## src/rtl/assert_macros.svh

```systemverilog
// assertion macros used by double_to_hex_float_text
// no dependencies
`ifndef ASSERT_MACROS_SVH
`define ASSERT_MACROS_SVH

// clocked check, off while reset is high
`define ASSERT_CLK(lbl, clk, rst, prop, msg) \
   lbl: assert property (@(posedge clk) disable iff (rst) (prop)) else $error(msg);

// clocked check that also holds during reset
`define ASSERT_ALWAYS(lbl, clk, prop, msg) \
   lbl: assert property (@(posedge clk) (prop)) else $error(msg);

`endif

```

## src/rtl/dhf_pkg.sv

```systemverilog
// types, constants and character tables for the hex-float text formatter
// no dependencies
package dhf_pkg;

   localparam int VALUE_W  = 64;
   localparam int CHAR_W   = 8;
   localparam int FRAC_W   = 52;
   localparam int BEXP_W   = 11;
   localparam int EXP_SW   = 12;
   localparam int MAG_W    = 11;
   localparam int DIGIT_W  = 4;
   localparam int NPLACE   = 4;
   localparam int ZERO_LEN = 6;

   typedef logic [CHAR_W-1:0]  char_type;
   typedef logic [DIGIT_W-1:0] digit_type;
   typedef logic [MAG_W-1:0]   mag_type;

   localparam logic signed [EXP_SW-1:0] EXP_BIAS    = 12'sd1023;
   localparam logic signed [EXP_SW-1:0] EXP_SUB_MIN = -12'sd1022;
   localparam logic [BEXP_W-1:0]        BEXP_ONES   = '1;

   localparam char_type CH_NUL   = 8'h00;
   localparam char_type CH_ZERO  = 8'h30;
   localparam char_type CH_ONE   = 8'h31;
   localparam char_type CH_MINUS = 8'h2d;
   localparam char_type CH_PLUS  = 8'h2b;
   localparam char_type CH_DOT   = 8'h2e;
   localparam char_type CH_X     = 8'h78;
   localparam char_type CH_P     = 8'h70;
   localparam char_type CH_A     = 8'h61;

   function automatic char_type hex_char(input digit_type d);
      char_type c;
      if (d < 4'd10) begin
         c = CH_ZERO + {4'b0000, d};
      end else begin
         c = CH_A + {4'b0000, d - 4'd10};
      end
      return c;
   endfunction

   // "-0x1", sign only when negative
   function automatic char_type head_char(input logic [1:0] i);
      char_type c;
      case (i)
         2'd0:    c = CH_MINUS;
         2'd1:    c = CH_ZERO;
         2'd2:    c = CH_X;
         default: c = CH_ONE;
      endcase
      return c;
   endfunction

   // "0x0p+0"
   function automatic char_type zero_char(input logic [2:0] i);
      char_type c;
      case (i)
         3'd0:    c = CH_ZERO;
         3'd1:    c = CH_X;
         3'd2:    c = CH_ZERO;
         3'd3:    c = CH_P;
         3'd4:    c = CH_PLUS;
         default: c = CH_ZERO;
      endcase
      return c;
   endfunction

   // decimal place weights for the exponent digits
   function automatic mag_type place_val(input logic [1:0] i);
      mag_type v;
      case (i)
         2'd0:    v = 11'd1000;
         2'd1:    v = 11'd100;
         2'd2:    v = 11'd10;
         default: v = 11'd1;
      endcase
      return v;
   endfunction

endpackage

```

## src/rtl/double_to_hex_float_text.sv

```systemverilog
// binary64 to hex-float text, one character per beat
// depends on dhf_pkg and assert_macros.svh
//
//  channel   ports                                   handshake
//  request   req_value_bits                          start & !busy
//  response  rsp_text_char rsp_last_char rsp_bad_value  rsp_valid, one cycle
//
// a value passes from accept through the normalizing shifter (a subnormal is shifted
// left one bit per step until its leading one is at the hidden bit), then the subtract
// unit, which counts out the thousands, hundreds and tens exponent digits, to the text:
// up to 24 characters; zero gives the six characters 0x0p+0, inf and nan a single error beat
// busy falls as the last beat reaches the outputs; the receiver cannot stall
// synchronous reset clears the sequencer and the response strobe
`include "assert_macros.svh"

module double_to_hex_float_text (
   input  logic                           clock,
   input  logic                           reset,
   input  logic                           start,
   output logic                           busy,
   input  logic [dhf_pkg::VALUE_W-1:0]    req_value_bits,
   output logic                           rsp_valid,
   output logic [dhf_pkg::CHAR_W-1:0]     rsp_text_char,
   output logic                           rsp_last_char,
   output logic                           rsp_bad_value
);
   import dhf_pkg::*;

   localparam logic [3:0] S_IDLE = 4'd0;
   localparam logic [3:0] S_BAD  = 4'd1;
   localparam logic [3:0] S_ZERO = 4'd2;
   localparam logic [3:0] S_NORM = 4'd3;
   localparam logic [3:0] S_DEC  = 4'd4;
   localparam logic [3:0] S_HEAD = 4'd5;
   localparam logic [3:0] S_DOT  = 4'd6;
   localparam logic [3:0] S_FRAC = 4'd7;
   localparam logic [3:0] S_P    = 4'd8;
   localparam logic [3:0] S_ESGN = 4'd9;
   localparam logic [3:0] S_EDIG = 4'd10;

   logic [3:0]               state_ff, state_in;
   logic                     neg_ff, neg_in;
   logic [FRAC_W:0]          mant_ff, mant_in;
   logic signed [EXP_SW-1:0] exp_ff, exp_in;
   logic                     eneg_ff, eneg_in;
   mag_type                  mag_ff, mag_in;
   logic [1:0]               pidx_ff, pidx_in;
   digit_type                dcnt_ff, dcnt_in;
   digit_type                dig_ff [NPLACE];
   digit_type                dig_in [NPLACE];
   logic [2:0]               idx_ff, idx_in;
   logic                     valid_ff, valid_in;
   char_type                 char_ff, char_in;
   logic                     last_ff, last_in;
   logic                     bad_ff, bad_in;

   logic [BEXP_W-1:0]        req_bexp;
   logic [FRAC_W-1:0]        req_frac;
   mag_type                  place;
   logic [1:0]               lead;

   assign req_bexp = req_value_bits[FRAC_W +: BEXP_W];
   assign req_frac = req_value_bits[FRAC_W-1:0];
   assign place    = place_val(pidx_ff);
   assign busy     = (state_ff != S_IDLE);

   always_comb begin
      if (dig_ff[0] != '0) begin
         lead = 2'd0;
      end else if (dig_ff[1] != '0) begin
         lead = 2'd1;
      end else if (dig_ff[2] != '0) begin
         lead = 2'd2;
      end else begin
         lead = 2'd3;
      end
   end

   always_comb begin
      state_in = state_ff;
      neg_in   = neg_ff;
      mant_in  = mant_ff;
      exp_in   = exp_ff;
      eneg_in  = eneg_ff;
      mag_in   = mag_ff;
      pidx_in  = pidx_ff;
      dcnt_in  = dcnt_ff;
      dig_in   = dig_ff;
      idx_in   = idx_ff;
      valid_in = 1'b0;
      char_in  = CH_NUL;
      last_in  = 1'b0;
      bad_in   = 1'b0;
      case (state_ff)
         S_IDLE: begin
            if (start) begin
               neg_in = req_value_bits[VALUE_W-1];
               if (req_bexp == BEXP_ONES) begin
                  state_in = S_BAD;
               end else if (req_bexp == '0 && req_frac == '0) begin
                  idx_in   = 3'd0;
                  state_in = S_ZERO;
               end else if (req_bexp == '0) begin
                  mant_in  = {1'b0, req_frac};
                  exp_in   = EXP_SUB_MIN;
                  state_in = S_NORM;
               end else begin
                  mant_in  = {1'b1, req_frac};
                  exp_in   = $signed({1'b0, req_bexp}) - EXP_BIAS;
                  state_in = S_NORM;
               end
            end
         end
         S_BAD: begin
            valid_in = 1'b1;
            last_in  = 1'b1;
            bad_in   = 1'b1;
            state_in = S_IDLE;
         end
         S_ZERO: begin
            valid_in = 1'b1;
            char_in  = zero_char(idx_ff);
            if (idx_ff == 3'(ZERO_LEN - 1)) begin
               last_in  = 1'b1;
               state_in = S_IDLE;
            end else begin
               idx_in = idx_ff + 3'd1;
            end
         end
         S_NORM: begin
            if (mant_ff[FRAC_W]) begin
               eneg_in  = exp_ff[EXP_SW-1];
               mag_in   = exp_ff[EXP_SW-1] ? MAG_W'(-exp_ff) : exp_ff[MAG_W-1:0];
               pidx_in  = 2'd0;
               dcnt_in  = '0;
               state_in = S_DEC;
            end else begin
               mant_in = {mant_ff[FRAC_W-1:0], 1'b0};
               exp_in  = exp_ff - 12'sd1;
            end
         end
         S_DEC: begin
            if (mag_ff >= place) begin
               mag_in  = mag_ff - place;
               dcnt_in = dcnt_ff + 4'd1;
            end else begin
               dig_in[pidx_ff] = dcnt_ff;
               dcnt_in         = '0;
               if (pidx_ff == 2'd2) begin
                  dig_in[3] = mag_ff[DIGIT_W-1:0];
                  idx_in    = neg_ff ? 3'd0 : 3'd1;
                  state_in  = S_HEAD;
               end else begin
                  pidx_in = pidx_ff + 2'd1;
               end
            end
         end
         S_HEAD: begin
            valid_in = 1'b1;
            char_in  = head_char(idx_ff[1:0]);
            if (idx_ff == 3'd3) begin
               state_in = (mant_ff[FRAC_W-1:0] != '0) ? S_DOT : S_P;
            end else begin
               idx_in = idx_ff + 3'd1;
            end
         end
         S_DOT: begin
            valid_in = 1'b1;
            char_in  = CH_DOT;
            state_in = S_FRAC;
         end
         S_FRAC: begin
            valid_in = 1'b1;
            char_in  = hex_char(mant_ff[FRAC_W-1 -: DIGIT_W]);
            mant_in  = {mant_ff[FRAC_W], mant_ff[FRAC_W-DIGIT_W-1:0], {DIGIT_W{1'b0}}};
            if (mant_ff[FRAC_W-DIGIT_W-1:0] == '0) begin
               state_in = S_P;
            end
         end
         S_P: begin
            valid_in = 1'b1;
            char_in  = CH_P;
            state_in = S_ESGN;
         end
         S_ESGN: begin
            valid_in = 1'b1;
            char_in  = eneg_ff ? CH_MINUS : CH_PLUS;
            pidx_in  = lead;
            state_in = S_EDIG;
         end
         S_EDIG: begin
            valid_in = 1'b1;
            char_in  = CH_ZERO + {4'b0000, dig_ff[pidx_ff]};
            if (pidx_ff == 2'd3) begin
               last_in  = 1'b1;
               state_in = S_IDLE;
            end else begin
               pidx_in = pidx_ff + 2'd1;
            end
         end
         default: begin
            state_in = S_IDLE;
         end
      endcase
   end

   always_ff @(posedge clock) begin
      if (reset) begin
         state_ff <= S_IDLE;
         valid_ff <= 1'b0;
      end else begin
         state_ff <= state_in;
         valid_ff <= valid_in;
      end
      neg_ff  <= neg_in;
      mant_ff <= mant_in;
      exp_ff  <= exp_in;
      eneg_ff <= eneg_in;
      mag_ff  <= mag_in;
      pidx_ff <= pidx_in;
      dcnt_ff <= dcnt_in;
      dig_ff  <= dig_in;
      idx_ff  <= idx_in;
      char_ff <= char_in;
      last_ff <= last_in;
      bad_ff  <= bad_in;
   end

   assign rsp_valid     = valid_ff;
   assign rsp_text_char = char_ff;
   assign rsp_last_char = last_ff;
   assign rsp_bad_value = bad_ff;

   // a beat only follows a busy cycle
   `ASSERT_CLK(a_beat_from_busy, clock, reset, rsp_valid |-> $past(busy), "beat without work")
   // characters of one value come in an unbroken run
   `ASSERT_CLK(a_run_gapless, clock, reset, (rsp_valid && !rsp_last_char) |=> rsp_valid, "gap in text")
   // the last beat of a value is followed by a quiet cycle
   `ASSERT_CLK(a_last_gap, clock, reset, (rsp_valid && rsp_last_char) |=> !rsp_valid, "beat after last")
   // the error beat is a lone nul character
   `ASSERT_CLK(a_bad_beat, clock, reset, (rsp_valid && rsp_bad_value) |-> (rsp_last_char && rsp_text_char == CH_NUL), "bad beat malformed")
   // an accepted value always makes the block busy
   `ASSERT_CLK(a_accept_busy, clock, reset, (start && !busy) |=> busy, "accept without work")

endmodule

```

## config.mk

```make
export PLATFORM = sky130hd
export DESIGN_NAME = double_to_hex_float_text
export DESIGN_NICKNAME = d
export VERILOG_FILES = /design/src/rtl/dhf_pkg.sv /design/src/rtl/double_to_hex_float_text.sv
export VERILOG_INCLUDE_DIRS = /design/src /design/src/rtl
export SDC_FILE = /design/constraint.sdc
export NUM_CORES = 1
export LEC_CHECK = 0
export ABC_AREA = 1
export BUFFER_PORTS_ARGS = -buffer_cell sky130_fd_sc_hd__buf_2
export CORE_UTILIZATION = 45
export CTS_BUF_LIST = sky130_fd_sc_hd__clkbuf_8
export DETAILED_ROUTE_END_ITERATION = 6
export PLACE_DENSITY_LB_ADDON = 0.1
export SYNTH_ARGS = -nofsm -noshare
export SYNTH_HDL_FRONTEND = slang
export SYNTH_SLANG_ARGS = --single-unit
```

## constraint.sdc

```tcl
create_clock -name clock -period 5.1 [get_ports clock]
set_input_delay 0.765 -clock clock [delete_from_list [all_inputs] [get_ports clock]]
set_output_delay 0.765 -clock clock [all_outputs]
set_load 0.02 [all_outputs]
```

==> results_dict.tcl, run 1 <==
set metrics [dict create \
    yosys_register_bits 117 \
    syn_area_per_cell_sq_um 8.086 \
    finalWorstPathRequiredPeriod_ns 3.474 \
    via_to_cell_ratio 5.269 \
    grt.total_usage 0.2420 \
    ys_types 44 \
    min_period_over_period 0.6812 \
    drt.antenna.violating_nets 0 \
    layout_cell_share_with_drive_strength_beyond_1 0.1271 \
    cts-hold-fix-buffers 0 \
    p_comb_frac 0.417 \
    rsz0062_at_grt "false" \
    cap_viol_max_count 0 \
    timing.hold.worst.class "input port to register" \
    worstSetupEndpointType "register" \
    clock_insertion_delay_at_the_later_pin_of_the_skew_report_ns 0.43 \
    clk_path_buf_depth 2 \
    syn_area_sq_um 7375 \
    drtIter0Drc 520 \
    critical_path.max_stage_delay_ns 0.68 \
    global_route.overflow_total 0 \
    critical_path.n_buffers_inverters 2 \
    cts_htree_levels 4 \
    die_w_um 130.0 \
    place_congestion 0.8904 \
    antenna_found_initial 0 \
    status "completed" \
    dieArea_sq_um 16900 \
    internal_power_w 0.002607 \
    synthTopCellsByArea "edfxtp_1, nand2_1, nor2_1" \
    power.static_leakage_nw 3.679 \
    design.final.nets 1085 \
    finalCoreUtilization 0.5226 \
    areaGrowthSynthToFinish_pct 12.98 \
    max_slew_margin 0.3016 \
    timing.critical_path.cells "inv_1 > ha_1 > o21ai_0 > ha_1 > nand2_1 > inv_1 > a21oi_1 > nand2_1 > nand2_1 > nand2_1 > nand2_1 > nand2_1 > nor3_1" \
    synth_top_area_frac 0.4194 \
    cts_inserted_buffers 17 \
    timing.critical_path.arrival_ns 3.57 \
    antenna_cells_inserted 0 \
    chipHeight_um 130.0 \
    initial_core_util 0.4626 \
    pwr-share-seq 0.400 \
    synth.top_cells.by_count "nand2_1, nor2_1, inv_1" \
    synth_enable_flop_cells 103 \
    grt_max_degree 56 \
    drt-pass1-iter-count 5 \
    synth.largest_area_cell "edfxtp_1" \
    worst_setup_path_type "register to register" \
    proportion_of_synthesized_chip_area_in_sequential_cells 0.4574 \
    syn-num-nets 1011 \
    timing.setup.tns_ns 0 \
    port-buffer-count 77 \
    clock_tree_sinks 117 \
    power.ir.vdd_worst_mv 0.2529 \
    hold_slack_ns 0.5143 \
    switchingPower_w 0.001952 \
    grt_pass1_wl_mm 31.12 \
    hold_violation_total_from_the_final_report 0 \
    drcViolationCount 0 \
    worst-path-max-fanout 17 \
    detailed_place_hpwl_mm 14.53 \
    synth_warnings 0 \
    power.share.clock 0.183 \
    worst_slew_pin_tran_ns 1.044 \
    routed-via-count 6402 \
    clock_skew_ns 0.01158 \
    crit_path_frequent_cell "nand2_1" \
    finalPower_w 0.004559 \
    p_per_area_nw_per_um2 547.2 \
    synthesis.instances 912 \
    yosysMostFrequentCell "nand2_1" \
    worst_ep_required_time_ns 5.19 \
    clk_pin_slew_ns 0.07 \
    io_pins 79 \
    cts_tree "yes" \
    cts.repair.resized 0 \
    timing_max_transition_violations_final 0 \
    max_clock_freq_ghz 0.2879 \
    yosys_most_used_dff "edfxtp_1" \
    routedWlPerCell_um 15.79 \
    num_rows 46 \
    coreArea_sq_um 15940 \
    async_reset_ff_frac 0 \
    total_routed_length_mm 19.19 \
    finalSetupViolations 0 \
    first_global_vias 6043 \
    sw_frac 0.4281 \
    ctsRootBufferMaster "clkbuf_8" \
    cts_setup_buffers 0 \
    timing.critical_path.max_delay_family "simple AND/OR/NAND/NOR gates" \
    cp_slowest_cell "edfxtp_1" \
    setup.worst_path.start_class "register" \
]
==> path summary, 6_finish.rpt <==
path | startpoint | to | slack [ns] | depth (start not counted)
max | pidx_ff[0] | idx_ff[0] | 1.63 | 13
min | req_value_bits[63] | neg_ff | 0.51 | 1
max reg2reg | pidx_ff[0] | idx_ff[0] | 1.63 | 13
min reg2reg | state_ff[3] | state_ff[3] | 0.53 | 2
==> per-stage QoR <==
| step | worst slack [ns] | cell area (sq um) | cells |
|---|---|---|---|
| after floorplan | 0.5194 | 7375 | 912 |
| after global placement | 1.834 | 7953 | 1183 |
| after detailed placement | 1.667 | 7953 | 1183 |
| after CTS | 1.638 | 8332 | 1215 |
| after global routing | 1.264 | 8332 | 1215 |
| final | 1.626 | 8332 | 1215 |
==> per-layer routing <==
layer / GRT usage / routed length, um
met1: 0.3570 / 9674
met5: 0 / 0
met3: 0.04428 / 962
met2: 0.3646 / 8336
met4: 0.06293 / 216
==> layout by cell type, fill, tap and decap left out, drive strengths merged, types with 14 or more instances in the layout <==
master,count
a21oi,34
buf,78
clkbuf,17
dfxtp,14
edfxtp,103
ha,31
inv,142
nand2,190
nand3,42
nor2,155
o21ai,58
o221ai,48
==> layout make-up <==
class	count	area, sq um
fill	1618	7611
multi-input combinational	631	3387
sequential	117	3373
inverter	141	529.3
timing repair buffer	78	392.9
tap	216	270.3
clock buffer	17	234.0
clock inverter	15	145.1
==> registers in the layout, summed over array words and instances (netlist names) <==
register and flops:
mant_ff 53, dig_ff 16, exp_ff 12, mag_ff 11, rsp_text_char 7, dcnt_ff 4
state_ff 4, idx_ff 3, pidx_ff 2, eneg_ff 1, neg_ff 1, rsp_bad_value 1
rsp_last_char 1, rsp_valid 1
==> logic make-up after synthesis <==
group                      Yosys count  share of synthesized area
AOI/OAI and AO/OA                  164                     0.1435
other                                1                  0.0005085
buffers and inverters              164                    0.08483
adders and majority gates           32                    0.05531
DFF                                117                     0.4574
muxes                                1                   0.001357
and+or+nand+nor                    417                     0.2380
xor gates and xnor gates            16                    0.01900
==> power groups by stage <==
stage | Combinational, W | Clock (W) | Sequential (W)
after floorplan | 0.00134 | 0 | 0.00181
after global placement | 0.00188 | 0 | 0.00183
after detailed placement | 0.00188 | 0 | 0.00184
after CTS | 0.00189 | 0.000847 | 0.00182
after global routing | 0.00216 | 0.000888 | 0.00187
final | 0.00190 | 0.000836 | 0.00182
Note: power is estimated with default switching activity, not from simulation.
==> inputs of run 2 (changes only) <==
--- a/config.mk
+++ b/config.mk
@@ -6,7 +6,7 @@
 export SDC_FILE = /design/constraint.sdc
 export NUM_CORES = 1
 export LEC_CHECK = 0
-export ABC_AREA = 1
+export ABC_AREA = 0
 export BUFFER_PORTS_ARGS = -buffer_cell sky130_fd_sc_hd__buf_2
 export CORE_UTILIZATION = 45
 export CTS_BUF_LIST = sky130_fd_sc_hd__clkbuf_8
==> constraint.sdc (replaced) <==
create_clock -name clock -period 2.9 [get_ports clock]
set_input_delay 0.435 -clock clock [delete_from_list [all_inputs] [get_ports clock]]
set_output_delay 0.435 -clock clock [all_outputs]
set_load 0.02 [all_outputs]
==> results_dict.tcl, run 2 <==
set metrics [dict create \
    hp-start "req_value_bits[63]" \
    port-buffer-count 77 \
    clock_insertion_delay_at_the_later_pin_of_the_skew_report_ns 0.45 \
    timing.critical_path.arrival_ns 3.00 \
    dieArea_sq_um 16110 \
    areaGrowthSynthToFinish_pct 20.20 \
    drcViolationCount 0 \
    synth.top_cells.by_count "nor2_1, edfxtp_1, a221oi_1" \
    antenna_found_initial 0 \
    initial_core_util 0.4621 \
    detailed_place_hpwl_mm 14.28 \
    min_period_over_period 0.9652 \
    proportion_of_synthesized_chip_area_in_sequential_cells 0.4802 \
    largest_register_ffs 53 \
    place_congestion 0.9211 \
    cts_tree "yes" \
    p_per_area_nw_per_um2 892.6 \
    design.final.nets 919 \
    biggestRegsByFlops "mant_ff: 53 flops, dig_ff: 16 flops, exp_ff: 12 flops" \
    drt-pass1-iter-count 6 \
    worst_slew_pin_tran_ns 0.9855 \
    synth_enable_flop_cells 103 \
    status "completed" \
    layout_cell_share_with_drive_strength_beyond_1 0.2310 \
    timing.setup.tns_ns 0 \
    synth.largest_area_cell "edfxtp_1" \
    clk_pin_slew_ns 0.07 \
    worstReg2RegEnd "pidx_ff[0]" \
    internal_power_w 0.004592 \
    crit-reg2reg-launch "pidx_ff[1]" \
    place_inst 982 \
    clk_path_buf_depth 2 \
    ctsRootBufferMaster "clkbuf_8" \
    grt_pass1_wl_mm 31.33 \
    worst_hold_path.endpoint "neg_ff" \
    clock_tree_sinks 117 \
    hold_violation_total_from_the_final_report 0 \
    drtIter0Drc 613 \
    worstSetupEndpointType "register" \
    first_global_vias 5997 \
    synth_warnings 0 \
    syn-num-nets 809 \
    cap_viol_max_count 0 \
    worst_hold_stages 1 \
    sw_frac 0.3907 \
    ys_types 59 \
    final_cell_count_no_fill 1019 \
    reg2reg_slack_ns 0.10 \
    drt.antenna.violating_nets 0 \
    pwr-share-seq 0.409 \
    cts_htree_levels 4 \
    max_clock_freq_ghz 0.3573 \
    switchingPower_w 0.002944 \
    worst_setup_path_type "register to register" \
    nFillCells 1356 \
    routedWlPerCell_um 18.99 \
    leading_cell_type_in_the_layout_fill_and_taps_excluded "nor2_1" \
    worst-path-max-fanout 4 \
    io_pins 79 \
    worst_ep_required_time_ns 3.11 \
    power.static_leakage_nw 3.215 \
    finalSetupViolations 0 \
    routed-via-count 6175 \
    max_slew_margin 0.3430 \
    num_rows 45 \
    synthesis.instances 710 \
    chipHeight_um 126.9 \
    timing.hold.worst.class "input port to register" \
    yosys_most_used_dff "edfxtp_1" \
    clock_skew_ns 0.01423 \
    cts-hold-fix-buffers 0 \
    synth_top_area_frac 0.4403 \
    p_comb_frac 0.409 \
    via_to_cell_ratio 6.060 \
    syn_area_per_cell_sq_um 9.893 \
    yosysMostFrequentCell "nor2_1" \
    antenna_cells_inserted 0 \
    timing_max_transition_violations_final 0 \
    grt.total_usage 0.2510 \
    power.share.clock 0.181 \
    total_routed_length_mm 19.35 \
    cts_inserted_buffers 17 \
    coreArea_sq_um 15200 \
    global_route.overflow_total 0 \
    setup.worst_path.start_class "register" \
    grt_max_degree 53 \
    finalWorstPathRequiredPeriod_ns 2.799 \
    power.ir.vdd_worst_mv 0.3659 \
    syn_area_sq_um 7024 \
    async_reset_ff_frac 0 \
    synthTopCellsByArea "edfxtp_1, nor2_1, a221oi_1" \
    highest_count_cells_in_the_layout_ignoring_fill_and_taps "nor2_1, edfxtp_1, buf_2" \
    max_flop_register "mant_ff" \
    yosys_register_bits 117 \
    die_w_um 126.9 \
    ff2ff_path_depth 11 \
]
## run 2: stage by stage
stage	total power [W]	setup slack, ns	utilization	instance area, sq um	hold WS [ns]
6_report	0.007537	0.1009	0.5554	8443	0.1970
5_1_grt	0.008020	-0.003452	0.5554	8443	0.1686
4_1_cts	0.007362	0.002086	0.5472	8319	0.1785
3_5_place_dp	0.005914	-0.1902	0.5203	7910	0.5254
3_3_place_gp	0.005848	-0.04829	0.5203	7910	0.5141
2_1_floorplan	0.004860	0.03463	-	7053	0.4738
## run 2: kinds of logic (layout without fill, tap and decap cells)
logic type	Yosys count	after routing	synth area share
simple gates	296	296	0.2038
mux	5	5	0.01425
buf+inv	59	180	0.03313
xor+xnor	40	40	0.04988
other cells	1	1	0.0005339
flops	117	117	0.4802
fa+ha+maj	32	32	0.05807
compound gates	160	160	0.1601
## run 2: how the worst max path moves through the flow
stage                       startpoint     endpoint  slack [ns]  depth (start not counted)
global route                pidx_ff[1]   pidx_ff[0]      -0.003                         11
global placement    req_value_bits[52]    idx_ff[2]       -0.05                         10
detailed placement          pidx_ff[0]  state_ff[1]       -0.19                         11
finish                      pidx_ff[1]   pidx_ff[0]        0.10                         11
CTS                         pidx_ff[0]  state_ff[1]       0.002                         10
floorplan           req_value_bits[52]   mant_ff[0]        0.03                          8
## run 2: repair_timing
action	in CTS	in global routing
gates resized for setup	6	22
pin swaps	1	8
endpoints found under the setup margin	29	30
buffers inserted	3	4
## run 2: critical path, stage by stage (launching register included)
cell	delay (ns)
edfxtp_1	0.47
inv_2	0.12
ha_2	0.23
o21bai_4	0.09
ha_1	0.34
nand4b_1	0.22
a2111oi_4	0.34
o31ai_2	0.13
nand2_1	0.14
buf_4	0.15
nand2_2	0.09
and3b_2	0.24
## run 2: area by class of cell
cell class / count / area (sq um) / share of cell area
Clock buffer: 17 / 234.0 / 0.02771
Sequential cell: 117 / 3374 / 0.3997
Tap cell: 188 / 235.2 / 0.02786
Inverter: 23 / 86.33 / 0.01023
Multi-Input combinational cell: 534 / 3568 / 0.4226
Timing Repair Buffer: 127 / 827.0 / 0.09795
Clock inverter: 13 / 117.6 / 0.01393
## run 2: per-layer routing
metal / GRT usage / up-vias / routed length [um]
met1: 0.3531 / 2980 / 8678
met2: 0.3811 / 255 / 8897
met4: 0.08543 / 0 / 343
met3: 0.05778 / 30 / 1429
met5: 0 / - / 0
li1: - / 2910 / -
## run 2: power groups by stage
| stage | sequential (W) | combinational (W) | clock, W |
|---|---|---|---|
| 2_1_floorplan | 0.00294 | 0.00191 | 0 |
| 3_3_place_gp | 0.00308 | 0.00277 | 0 |
| 3_5_place_dp | 0.00309 | 0.00282 | 0 |
| 4_1_cts | 0.00306 | 0.00291 | 0.00139 |
| 5_1_grt | 0.00314 | 0.00341 | 0.00147 |
| 6_report | 0.00309 | 0.00309 | 0.00137 |
